==> src/rtl/lef_pkg.sv <==
// shared types, constants and update helpers for the leader election controller
package lef_pkg;

   localparam int TIMER_BITS = 16;
   localparam int ID_BITS = 22;
   localparam int AGE_BITS = 16;
   localparam int LIMIT_BITS = 16;
   localparam int CSR_INDEX_BITS = 3;

   localparam logic [TIMER_BITS-1:0] CNT_MAX = {TIMER_BITS{1'b1}};
   localparam logic [AGE_BITS-1:0] AGE_MAX = {AGE_BITS{1'b1}};

   localparam logic [2:0] MODE_TICK = 3'd0;
   localparam logic [2:0] MODE_HEARTBEAT = 3'd1;
   localparam logic [2:0] MODE_ELECTION_START = 3'd2;
   localparam logic [2:0] MODE_CANDIDATE = 3'd3;
   localparam logic [2:0] MODE_LEADER_CLAIM = 3'd4;

   localparam logic [CSR_INDEX_BITS-1:0] CSR_OWN_ID = 3'd0;
   localparam logic [CSR_INDEX_BITS-1:0] CSR_START_AS_LEADER = 3'd1;
   localparam logic [CSR_INDEX_BITS-1:0] CSR_HEARTBEAT_TIMEOUT = 3'd2;
   localparam logic [CSR_INDEX_BITS-1:0] CSR_ELECTION = 3'd3;
   localparam logic [CSR_INDEX_BITS-1:0] CSR_HEARTBEAT_PERIOD = 3'd4;
   localparam logic [CSR_INDEX_BITS-1:0] CSR_STARTUP_DELAY = 3'd5;
   localparam logic [CSR_INDEX_BITS-1:0] CSR_RETRY = 3'd6;

   localparam logic [1:0] ROLE_CODE_FOLLOWER = 2'd0;
   localparam logic [1:0] ROLE_CODE_ELECTION = 2'd1;
   localparam logic [1:0] ROLE_CODE_LEADER = 2'd2;

   typedef enum logic [2:0] {
      ROLE_FOLLOWER = 3'b001,
      ROLE_ELECTION = 3'b010,
      ROLE_LEADER   = 3'b100
   } role_type;

   typedef struct packed {
      logic                  run;
      logic [TIMER_BITS-1:0] cnt;
   } timer_type;

   typedef struct packed {
      timer_type tmr;
      logic      fired;
   } tick_result_type;

   typedef struct packed {
      logic [ID_BITS-1:0]    own_id;
      logic                  start_as_leader;
      logic [LIMIT_BITS-1:0] heartbeat_timeout_ms;
      logic [LIMIT_BITS-1:0] election_ms;
      logic [LIMIT_BITS-1:0] heartbeat_period_ms;
      logic [LIMIT_BITS-1:0] startup_delay_ms;
      logic [LIMIT_BITS-1:0] retry_ms;
   } cfg_type;

   typedef struct packed {
      role_type              role;
      logic                  started;
      logic                  holding_off;
      logic                  election_active;
      logic [AGE_BITS-1:0]   beat_age;
      timer_type             check_phase;
      timer_type             election_phase;
      timer_type             retry_phase;
      timer_type             beat_phase;
      logic [TIMER_BITS-1:0] holdoff_count;
      logic                  top_empty;
      logic [ID_BITS-1:0]    top_candidate;
   } state_type;

   typedef struct packed {
      logic beat;
      logic elec;
      logic cand;
      logic claim;
   } flags_type;

   typedef struct packed {
      state_type st;
      flags_type fl;
   } work_type;

   localparam timer_type TIMER_STOP = '{run: 1'b0, cnt: '0};
   localparam timer_type TIMER_START = '{run: 1'b1, cnt: '0};

   localparam cfg_type CFG_RESET = '{
      own_id: 22'd1,
      start_as_leader: 1'b0,
      heartbeat_timeout_ms: 16'd10000,
      election_ms: 16'd2000,
      heartbeat_period_ms: 16'd5000,
      startup_delay_ms: 16'd3000,
      retry_ms: 16'd3000
   };

   localparam state_type STATE_RESET = '{
      role: ROLE_FOLLOWER,
      started: 1'b0,
      holding_off: 1'b1,
      election_active: 1'b0,
      beat_age: '0,
      check_phase: TIMER_STOP,
      election_phase: TIMER_STOP,
      retry_phase: TIMER_STOP,
      beat_phase: TIMER_STOP,
      holdoff_count: '0,
      top_empty: 1'b1,
      top_candidate: '0
   };

   function automatic logic [TIMER_BITS-1:0] sat_inc(logic [TIMER_BITS-1:0] v);
      return (v != CNT_MAX) ? v + 1'b1 : v;
   endfunction

   // limit clamped to the counter maximum, zero behaves as one
   function automatic logic reached(logic [TIMER_BITS-1:0] cnt,
                                    logic [LIMIT_BITS-1:0] limit);
      logic [32:0] lim;
      lim = 33'(limit);
      if (lim > 33'(CNT_MAX)) begin
         lim = 33'(CNT_MAX);
      end
      return 33'(cnt) >= lim;
   endfunction

   function automatic tick_result_type timer_tick(timer_type t,
                                                  logic [LIMIT_BITS-1:0] limit);
      tick_result_type r;
      r.tmr = t;
      r.fired = 1'b0;
      if (t.run) begin
         r.tmr.cnt = sat_inc(t.cnt);
         if (reached(r.tmr.cnt, limit)) begin
            r.tmr.cnt = '0;
            r.fired = 1'b1;
         end
      end
      return r;
   endfunction

   function automatic logic muted(state_type s);
      return s.holding_off && (s.role == ROLE_FOLLOWER);
   endfunction

   function automatic work_type clear_election(work_type w);
      w.st.election_active = 1'b0;
      w.st.top_empty = 1'b1;
      w.st.top_candidate = '0;
      w.st.election_phase = TIMER_STOP;
      return w;
   endfunction

   function automatic work_type enter_election(work_type w, logic [ID_BITS-1:0] own);
      if (!muted(w.st) && !w.st.election_active) begin
         w.st.election_active = 1'b1;
         w.st.role = ROLE_ELECTION;
         w.st.check_phase = TIMER_STOP;
         w.st.beat_phase = TIMER_STOP;
         w.fl.cand = 1'b1;
         w.st.top_empty = 1'b0;
         w.st.top_candidate = own;
         w.st.election_phase = TIMER_START;
      end
      return w;
   endfunction

   function automatic work_type call_election(work_type w, logic [ID_BITS-1:0] own);
      if (!muted(w.st) && !w.st.election_active) begin
         w.fl.elec = 1'b1;
         w = enter_election(w, own);
      end
      return w;
   endfunction

   function automatic logic [1:0] role_code(role_type r);
      logic [1:0] c;
      case (r)
         ROLE_FOLLOWER: c = ROLE_CODE_FOLLOWER;
         ROLE_ELECTION: c = ROLE_CODE_ELECTION;
         ROLE_LEADER: c = ROLE_CODE_LEADER;
         default: c = ROLE_CODE_FOLLOWER;
      endcase
      return c;
   endfunction

endpackage

==> src/rtl/lef_step.sv <==
// next-state and message-flag logic for one tick or received message
module lef_step import lef_pkg::*; (
   input  cfg_type            cfg,
   input  state_type          cur_state,
   input  logic [2:0]         mode,
   input  logic [ID_BITS-1:0] peer_id,
   output state_type          next_state,
   output flags_type          flags
);

   work_type        w;
   tick_result_type t_chk;
   tick_result_type t_el;
   tick_result_type t_rt;
   tick_result_type t_bt;
   logic [ID_BITS-1:0] best;

   always_comb begin
      w.st = cur_state;
      w.fl = '0;
      t_chk = '0;
      t_el = '0;
      t_rt = '0;
      t_bt = '0;
      best = '0;

      // first item after reset applies the start role
      if (!w.st.started) begin
         w.st.started = 1'b1;
         if (cfg.start_as_leader) begin
            w.st.holding_off = 1'b0;
            w.st.role = ROLE_LEADER;
            w = call_election(w, cfg.own_id);
         end else begin
            w.st.role = ROLE_FOLLOWER;
            w.st.beat_age = '0;
            w.st.holdoff_count = '0;
         end
      end

      case (mode)
         MODE_TICK: begin
            if (w.st.beat_age != AGE_MAX) begin
               w.st.beat_age = w.st.beat_age + 1'b1;
            end
            if (w.st.holding_off) begin
               w.st.holdoff_count = sat_inc(w.st.holdoff_count);
               if (reached(w.st.holdoff_count, cfg.startup_delay_ms)) begin
                  w.st.holding_off = 1'b0;
                  if (w.st.beat_age > cfg.heartbeat_timeout_ms) begin
                     w = call_election(w, cfg.own_id);
                  end else begin
                     w.st.check_phase = TIMER_START;
                  end
               end
            end
            t_chk = timer_tick(w.st.check_phase, cfg.heartbeat_timeout_ms);
            w.st.check_phase = t_chk.tmr;
            if (t_chk.fired && !w.st.holding_off && w.st.role == ROLE_FOLLOWER &&
                w.st.beat_age > cfg.heartbeat_timeout_ms) begin
               w = call_election(w, cfg.own_id);
            end
            t_el = timer_tick(w.st.election_phase, cfg.election_ms);
            w.st.election_phase = t_el.tmr;
            if (t_el.fired) begin
               w.st.election_phase = TIMER_STOP;
               if (w.st.role == ROLE_ELECTION) begin
                  best = w.st.top_empty ? cfg.own_id : w.st.top_candidate;
                  if (best == cfg.own_id) begin
                     w.fl.claim = 1'b1;
                     w = clear_election(w);
                  end else begin
                     w.st.retry_phase = TIMER_START;
                  end
               end
            end
            t_rt = timer_tick(w.st.retry_phase, cfg.retry_ms);
            w.st.retry_phase = t_rt.tmr;
            if (t_rt.fired) begin
               w.st.retry_phase = TIMER_STOP;
               if (w.st.role == ROLE_ELECTION) begin
                  w = clear_election(w);
                  w = call_election(w, cfg.own_id);
               end
            end
            t_bt = timer_tick(w.st.beat_phase, cfg.heartbeat_period_ms);
            w.st.beat_phase = t_bt.tmr;
            if (t_bt.fired && w.st.role == ROLE_LEADER) begin
               w.fl.beat = 1'b1;
            end
         end
         MODE_HEARTBEAT: begin
            if (!muted(w.st) && w.st.role == ROLE_FOLLOWER) begin
               w.st.beat_age = '0;
            end
         end
         MODE_ELECTION_START: begin
            w = enter_election(w, cfg.own_id);
         end
         MODE_CANDIDATE: begin
            if (!muted(w.st) && w.st.role == ROLE_ELECTION &&
                (w.st.top_empty || peer_id > w.st.top_candidate)) begin
               w.st.top_empty = 1'b0;
               w.st.top_candidate = peer_id;
            end
         end
         MODE_LEADER_CLAIM: begin
            if (!muted(w.st) && w.st.role != ROLE_FOLLOWER) begin
               if (peer_id == cfg.own_id) begin
                  if (w.st.role == ROLE_ELECTION) begin
                     w.st.role = ROLE_LEADER;
                     w.st.check_phase = TIMER_STOP;
                     w.st.beat_phase = TIMER_START;
                     w.fl.beat = 1'b1;
                     w = clear_election(w);
                  end
               end else if (peer_id > cfg.own_id) begin
                  w.st.beat_phase = TIMER_STOP;
                  w.st.role = ROLE_FOLLOWER;
                  w = clear_election(w);
                  w.st.beat_age = '0;
                  if (!w.st.holding_off) begin
                     w.st.check_phase = TIMER_START;
                  end
               end
            end
         end
         default: begin
         end
      endcase
   end

   assign next_state = w.st;
   assign flags = w.fl;

endmodule

==> src/rtl/leader_election_fsm_unit.sv <==
// leader election controller top level: config registers, state and result register
// each result is registered on its item transfer and shown in the cycle after it
// throughput: one item per cycle while req_stall is low, set by the state update
// req_stall is high only while a held result is stalled on the rsp side
// reset: synchronous; all but result payload registers reset; the node restarts
module leader_election_fsm_unit import lef_pkg::*; (
   input  logic                      clock,
   input  logic                      reset,
   input  logic                      req_valid,
   output logic                      req_stall,
   input  logic [2:0]                req_mode,
   input  logic [ID_BITS-1:0]        req_peer_id,
   output logic                      rsp_valid,
   input  logic                      rsp_stall,
   output logic [1:0]                rsp_role,
   output logic                      rsp_send_heartbeat,
   output logic                      rsp_send_election_start,
   output logic                      rsp_send_candidacy,
   output logic                      rsp_send_leader_claim,
   output logic [ID_BITS-1:0]        rsp_best_candidate,
   input  logic                      csr_valid,
   output logic                      csr_ready,
   input  logic [CSR_INDEX_BITS-1:0] csr_index,
   input  logic [ID_BITS-1:0]        csr_wdata
);

   cfg_type   cfg_ff, cfg_in;
   state_type state_ff;
   state_type state_in;
   flags_type step_flags;
   logic      rsp_valid_ff, rsp_valid_in;
   logic [1:0]         role_ff;
   flags_type          flags_ff;
   logic [ID_BITS-1:0] best_ff;
   logic               req_xfer;

   assign csr_ready = 1'b1;
   assign req_stall = rsp_valid_ff && rsp_stall;
   assign req_xfer = req_valid && !req_stall;

   lef_step u_step (
      .cfg        (cfg_ff),
      .cur_state  (state_ff),
      .mode       (req_mode),
      .peer_id    (req_peer_id),
      .next_state (state_in),
      .flags      (step_flags)
   );

   always_comb begin
      cfg_in = cfg_ff;
      if (csr_valid && csr_ready) begin
         case (csr_index)
            CSR_OWN_ID: cfg_in.own_id = csr_wdata;
            CSR_START_AS_LEADER: cfg_in.start_as_leader = csr_wdata[0];
            CSR_HEARTBEAT_TIMEOUT: cfg_in.heartbeat_timeout_ms = csr_wdata[LIMIT_BITS-1:0];
            CSR_ELECTION: cfg_in.election_ms = csr_wdata[LIMIT_BITS-1:0];
            CSR_HEARTBEAT_PERIOD: cfg_in.heartbeat_period_ms = csr_wdata[LIMIT_BITS-1:0];
            CSR_STARTUP_DELAY: cfg_in.startup_delay_ms = csr_wdata[LIMIT_BITS-1:0];
            CSR_RETRY: cfg_in.retry_ms = csr_wdata[LIMIT_BITS-1:0];
            default: begin
            end
         endcase
      end
   end

   assign rsp_valid_in = req_xfer || (rsp_valid_ff && rsp_stall);

   always_ff @(posedge clock) begin
      if (reset) begin
         cfg_ff <= CFG_RESET;
         state_ff <= STATE_RESET;
         rsp_valid_ff <= 1'b0;
      end else begin
         cfg_ff <= cfg_in;
         rsp_valid_ff <= rsp_valid_in;
         if (req_xfer) begin
            state_ff <= state_in;
         end
      end
   end

   // result payload, loaded on each item transfer
   always_ff @(posedge clock) begin
      if (req_xfer) begin
         role_ff <= role_code(state_in.role);
         flags_ff <= step_flags;
         best_ff <= state_in.top_empty ? '0 : state_in.top_candidate;
      end
   end

   assign rsp_valid = rsp_valid_ff;
   assign rsp_role = role_ff;
   assign rsp_send_heartbeat = flags_ff.beat;
   assign rsp_send_election_start = flags_ff.elec;
   assign rsp_send_candidacy = flags_ff.cand;
   assign rsp_send_leader_claim = flags_ff.claim;
   assign rsp_best_candidate = best_ff;

endmodule

==> config.mk <==
export PLATFORM = sky130hd
export DESIGN_NAME = leader_election_fsm_unit
export DESIGN_NICKNAME = d
export VERILOG_FILES = /design/src/rtl/lef_pkg.sv /design/src/rtl/lef_step.sv /design/src/rtl/leader_election_fsm_unit.sv
export SDC_FILE = /design/constraint.sdc
export NUM_CORES = 1
export LEC_CHECK = 0
export BUFFER_PORTS_ARGS = -buffer_cell sky130_fd_sc_hd__buf_2
export CORE_ASPECT_RATIO = 0.8
export CORE_MARGIN = 2
export CORE_UTILIZATION = 36
export DETAILED_ROUTE_END_ITERATION = 8
export HOLD_SLACK_MARGIN = 0.06
export PLACE_DENSITY = 0.51
export SLEW_MARGIN = 5
export SYNTH_ARGS = -nofsm -noshare
export SYNTH_HDL_FRONTEND = slang
export SYNTH_HIERARCHICAL = 1
export SYNTH_SLANG_ARGS = --single-unit
==> constraint.sdc <==
create_clock -name clock -period 39.1 [get_ports clock]
set_input_delay 0 -clock clock [delete_from_list [all_inputs] [get_ports clock]]
set_output_delay 0 -clock clock [all_outputs]
set_load 0.02 [all_outputs]
Word-level counts from Yosys, hierarchy flattened
Index checks and enable logic that the tools add are counted.

Bits in registers: 261. Input port bits: 55. Logic and storage cells: 173.

Add/sub/neg operators: 6. Magnitude comparators: 9. Equality and inequality tests: 28. Multiplexer cells: 68. Reductions and logical operators: 32.

Operator list (count): $mux 133 (18); $mux 17 (16); $mux 128 (2); $pmux 84 s3 (1); $mux 16 (10); $add 16x1->16 const B (6); $ne 16x16->1 const B (6); $mux 94 (1); $pmux 23 s4 (1); $ge 16x16->1 (5); $mux 68 (1); $mux 27 (2); $mux 51 (1); $pmux 16 s3 (1); $mux 23 (2); $eq 22x22->1 (2); $gt 22x22->1 (2); $mux 22 (2); $mux 34 (1); $gt 16x16->1 (2); $eq 3x2->1 const B (8); $eq 3x3->1 const B (6); $pmux 6 s3 (1); $eq 3x1->1 const B (5); other kinds (10) (41).

Depth between registers and ports, before layout
Depth after elaboration: 47. Mapped depth: 101. Mapped depth without buffers: 92.

By module
Netlist, hierarchy kept.

Modules (own cells, without submodules): leader_election_fsm_unit (times used 1, cells an instance 1005, area each 10817.9 um^2, seq. area each 5505.3 um^2); lef_step (times used 1, cells an instance 1483, area each 9770.6 um^2, seq. area each 0.0 um^2).

Least setup slack after synthesis
Ideal clock, no wire load.

Kind: register to register. Start: register cfg_ff[80] in the netlist's numbering. End: register state_ff[46] in the netlist's numbering. Library setup time: 0.072 ns. Arrival time: 18.021 ns. Required time: 39.028 ns. Slack: 21.008 ns. Stages on the path, launching flop included: 100. Path buffers: 11. Period minus slack after synthesis: 18.092 ns. Cell sequence: dfxtp_1 or2_1 buf_6 clkbuf_1 and2_1 ha_1 nand4_1 nor4_1 nand3_2 and4_1 and4_4 nand3_2 or2_1 buf_2 or3_1 a21oi_1 ha_1 nand4_1 [... 64 more ...] nor4_2 a21boi_4 buf_4 o21ai_0 a21oi_1 ha_1 a21o_1 a21o_1 a21o_1 a211oi_1 o21ai_0 a311oi_1 nor3b_2 clkbuf_1 a21oi_1 nor3b_1 nand2b_1 mux2i_1.

RTL lines: start, declared (line leader_election_fsm_unit.sv:27) `cfg_type cfg_ff, cfg_in;`; start signal, assigned (line leader_election_fsm_unit.sv:75) `cfg_ff <= cfg_in;`; end signal, assigned (line leader_election_fsm_unit.sv:78) `state_ff <= state_in;`; end, declared (line leader_election_fsm_unit.sv:28) `state_type state_ff;`.

==> results by stage <==
Status:
- The run finished with clean final reports.

Worst setup path:
- In this design, the stage delay of the slowest critical-path cell is 0.89 ns.
- The worst setup path is launched from a register.
- The number of cells on the worst reg-to-reg path is 91.
- The most numerous cell type found on the critical path is ha_1.
- The endpoint of the worst-slack reg-to-reg timing path is state_ff[45]$_SDFFE_PP0P_.
- Of all nets on the critical path, the largest fanout is 27.
- The reg-to-reg setup timing slack is 17.04 ns.
- The worst endpoint required time is 39.57 ns.
- The critical path is of the register to register type.
- The startpoint identified for the worst register-to-register timing path is state_ff[125]$_SDFFE_PP0P_.
- Data on the critical path arrives at its endpoint at 22.52 ns.
- The worst setup path is captured at a register.
- Among all stages on the critical path, the largest delay is contributed by nor3b_2.

Floorplanning:
- Measured along the x axis, the die boundary spans 271 um.
- The number of top-level pins is 86.
- The height of the die is 218 um.
- The die outline area is 59100 um2.
- For this configuration, the core starts out at a cell density of 36.4%.
- The region available for standard cell placement spans 56600 um2.
- In this run the core area contains 78 standard-cell rows.

Routing:
- The detailed-router iteration count before antenna repair is 5.
- The detailed router's first-iteration violation count is 1346.
- The residual DRC count is 0.
- Across all layers, the routed design uses 18100 vias.
- The residual antenna-violating net count after detailed routing is 0.
- Dividing the detail-routed via count by the number of cells gives 5.43.
- The wire length per cell after detailed routing is 19.7 um.
- After detailed routing, the total wire length is 65.4 mm.

Min path:
- The class of the tightest hold or removal check is input pin to register.
- The worst hold path begins at csr_index[0].
- The number of cells traversed by the worst hold path is 4.
- The capture endpoint of the worst hold path is cfg_ff[74]$_SDFFE_PP1P_.

Finish:
- The layout cell share with drive strength beyond 1 is 8.66%.
- The library cell used most frequently in the layout, excluding fill and tap cells, is nand2b_1.
- In the layout the commonest cells are nand2b_1, mux2i_1, dfxtp_1, nor2_1, nand2_1.
- The number of nets in the finished design is 2739.
- Cells fill 41.0% of the core in the end.
- The post-synthesis to final-layout area growth is 12.8%.
- The final non-filler cell total is 3325.
- After routing the design area is 23200 um2.

Placed design:
- The HPWL reported at the end of detailed placement is 46.8 mm.
- At the end of routability-driven placement, the weighted congestion stood at 0.921.
- Once placement finished, the instance area stood at 21500 um2.
- The cell count after placement is 3213.
- The count of buffers from port buffering is 84.

Clock tree:
- TritonCTS built the clock tree.
- The library cell used as clock root buffer is clkbuf_16.
- The later-pin clock latency in the skew report is 0.56 ns.
- The clock input transition at the sequential cells of the worst setup and hold paths is 0.06 ns.
- The total setup buffers inserted after CTS is 0.
- The number of buffers created by CTS is 34.
- CTS built an H-tree with a depth of 2.
- In this run, post-CTS repair resized a total of 0 instances.
- The clock passes through at most 3 buffers.
- The sink count of the clock tree is 261.

Global routing:
- The number of global-route vias before repair is 17300.
- The wire length of the first global-routing pass is 101 mm.
- The global-route usage over all layers is 21.8%.
- The global-route congestion overflow total is 0.
- The pin count of the biggest net entering global routing is 187.
- The initial antenna violation count is 1.

Synth:
- The number of storage elements in the synthesis netlist is 261.
- The synthesized design contains 28 enable-type register cells.
- The post-synthesis cell area is 20600 um2.
- Counting flops with an async set or reset pin after synthesis yields a share of 0%.
- In this run the mean area of a mapped cell was 8.28 um2.
- After synthesis, flip-flops and latches occupy 26.7% of the total area.
- The leading register cell type out of synthesis is dfxtp_1.
- The number of nets in the synthesized netlist is 2689.
- During synthesis, Yosys emitted a total of 6 warnings.
- The number of cells produced by synthesis is 2488.
- In this run, distinct cell masters in the synthesized netlist total 102.

Pwr:
- The total power is 689 uW.
- The cell area power density is 29.7 nW/um2.
- The maximum ir drop on the vdd rail is 0.0275 mV.
- In this run the static leakage power is 9.55 nW.

Timing:
- The relative slew slack is 14.8%.
- The final hold violation count is 0.
- In the finished design, the share of the clock period the worst path needs comes to 56.4%.
- Setup repair after global routing left no endpoint under its margin.
- For the final database, setup skew stands at 0.0243 ns.
- Setup total negative slack on the finished layout was measured at 0 ns.
- Based on the critical path, the design can be clocked at up to 45.3 MHz.
- The max-slew violation total from the final report is 0.
- The clock period minus final worst setup slack is 22.06 ns.
- The final setup violation count is 0.
- At the pin with the least slew margin, the transition time is 1.28 ns.

Flow run:
- The max-capacitance violation count is 0.
==> worst max-delay path, delay by kind of cell, from the launching register on <==
family,cells,cell delay (ns)
compound gates,26,6.97
xor+xnor,4,0.70
fa+ha+maj,10,2.57
buf+inv,7,1.47
flops,1,0.72
mux,2,0.56
simple gates,42,8.92
==> Yosys cell counts (28+ instances only) <==
master,count,area (um2)
nand2b_1,360,2250
mux2i_1,260,2600
dfxtp_1,233,4660
nor2_1,175,657
nand2_1,163,612
ha_1,146,1830
inv_1,145,544
a21oi_1,88,440
clkbuf_1,77,289
o21ai_0,67,335
xor2_1,58,508
nand3_1,57,285
nand4_1,51,319
xnor2_1,47,412
buf_2,46,230
a21o_1,37,278
nor3_1,37,185
nor2b_1,30,188
edfxtp_1,28,841
==> state kept, by name, indices dropped and copies added, names as in the netlist, 2 cells and up <==
register,count
rsp_best_candidate,22
state_ff,129
cfg_ff,103
rsp_role,2
==> repair_timing <==
| item | in CTS | in global routing |
|---|---|---|
| hold endpoints to repair | 91 | 0 |
| setup endpoints to repair | 0 | 0 |
| hold buffers | 49 | 0 |
==> stage by stage <==
step	setup WS, ns	hold slack (ns)
6_report	17.04	0.125
3_3_place_gp	18.47	0.227
5_1_grt	15.35	0.133
3_5_place_dp	17.54	0.242
2_1_floorplan	21.01	0.117
4_1_cts	17.48	0.0952
==> worst max path at each step <==
| stage | startpoint | to | slack, ns | cells after the start |
|---|---|---|---|---|
| 3_3_place_gp | state_ff[125]$_SDFFE_PP0P_ | state_ff[45]$_SDFFE_PP0P_ | 18.47 | 92 |
| 3_5_place_dp | state_ff[125]$_SDFFE_PP0P_ | state_ff[45]$_SDFFE_PP0P_ | 17.54 | 92 |
| 5_1_grt | state_ff[125]$_SDFFE_PP0P_ | state_ff[45]$_SDFFE_PP0P_ | 15.35 | 91 |
| 4_1_cts | state_ff[125]$_SDFFE_PP0P_ | state_ff[45]$_SDFFE_PP0P_ | 17.48 | 92 |
| 2_1_floorplan | cfg_ff[80]$_SDFFE_PP0P_ | state_ff[46]$_SDFFE_PP0P_ | 21.01 | 99 |
| 6_report | state_ff[125]$_SDFFE_PP0P_ | state_ff[45]$_SDFFE_PP0P_ | 17.04 | 91 |
==> cell families after synthesis <==
| family | Yosys count | share of synthesized area [%] |
|---|---|---|
| xor gates and xnor gates | 105 | 4.47 |
| muxes | 269 | 13.1 |
| other | 2 | 0.0365 |
| adders and majority gates | 146 | 8.87 |
| DFF | 261 | 26.7 |
| buffers and inverters | 287 | 5.90 |
| AOI/OAI and AO/OA | 401 | 13.8 |
| and+or+nand+nor | 1017 | 27.0 |
==> layout make-up <==
cell class / instances / area (um2)
clock inverters: 12 / 159
inverters: 145 / 544
fillers: 5743 / 33400
well taps: 760 / 951
repair buffers: 156 / 1100
diodes: 1 / 2.50
flip-flops and latches: 261 / 5510
clock buffers: 50 / 1030
multi-input cells: 1940 / 13900
==> metal layers <==
layer / global-route usage (%) / routed length, um
met1: 31.4 / 32000
met2: 33.6 / 27900
met3: 3.14 / 3800
met4: 6.19 / 1640
met5: 0 / 0
==> report_power, final <==
| part | internal, mW | total, mW | switching (mW) |
|---|---|---|---|
| combinational | 0.0284 | 0.0738 | 0.0454 |
| sequential | 0.275 | 0.278 | 0.00319 |
| clock | 0.210 | 0.337 | 0.128 |
| total | 0.513 | 0.689 | 0.176 |
Power figures use the tool's default switching activity.
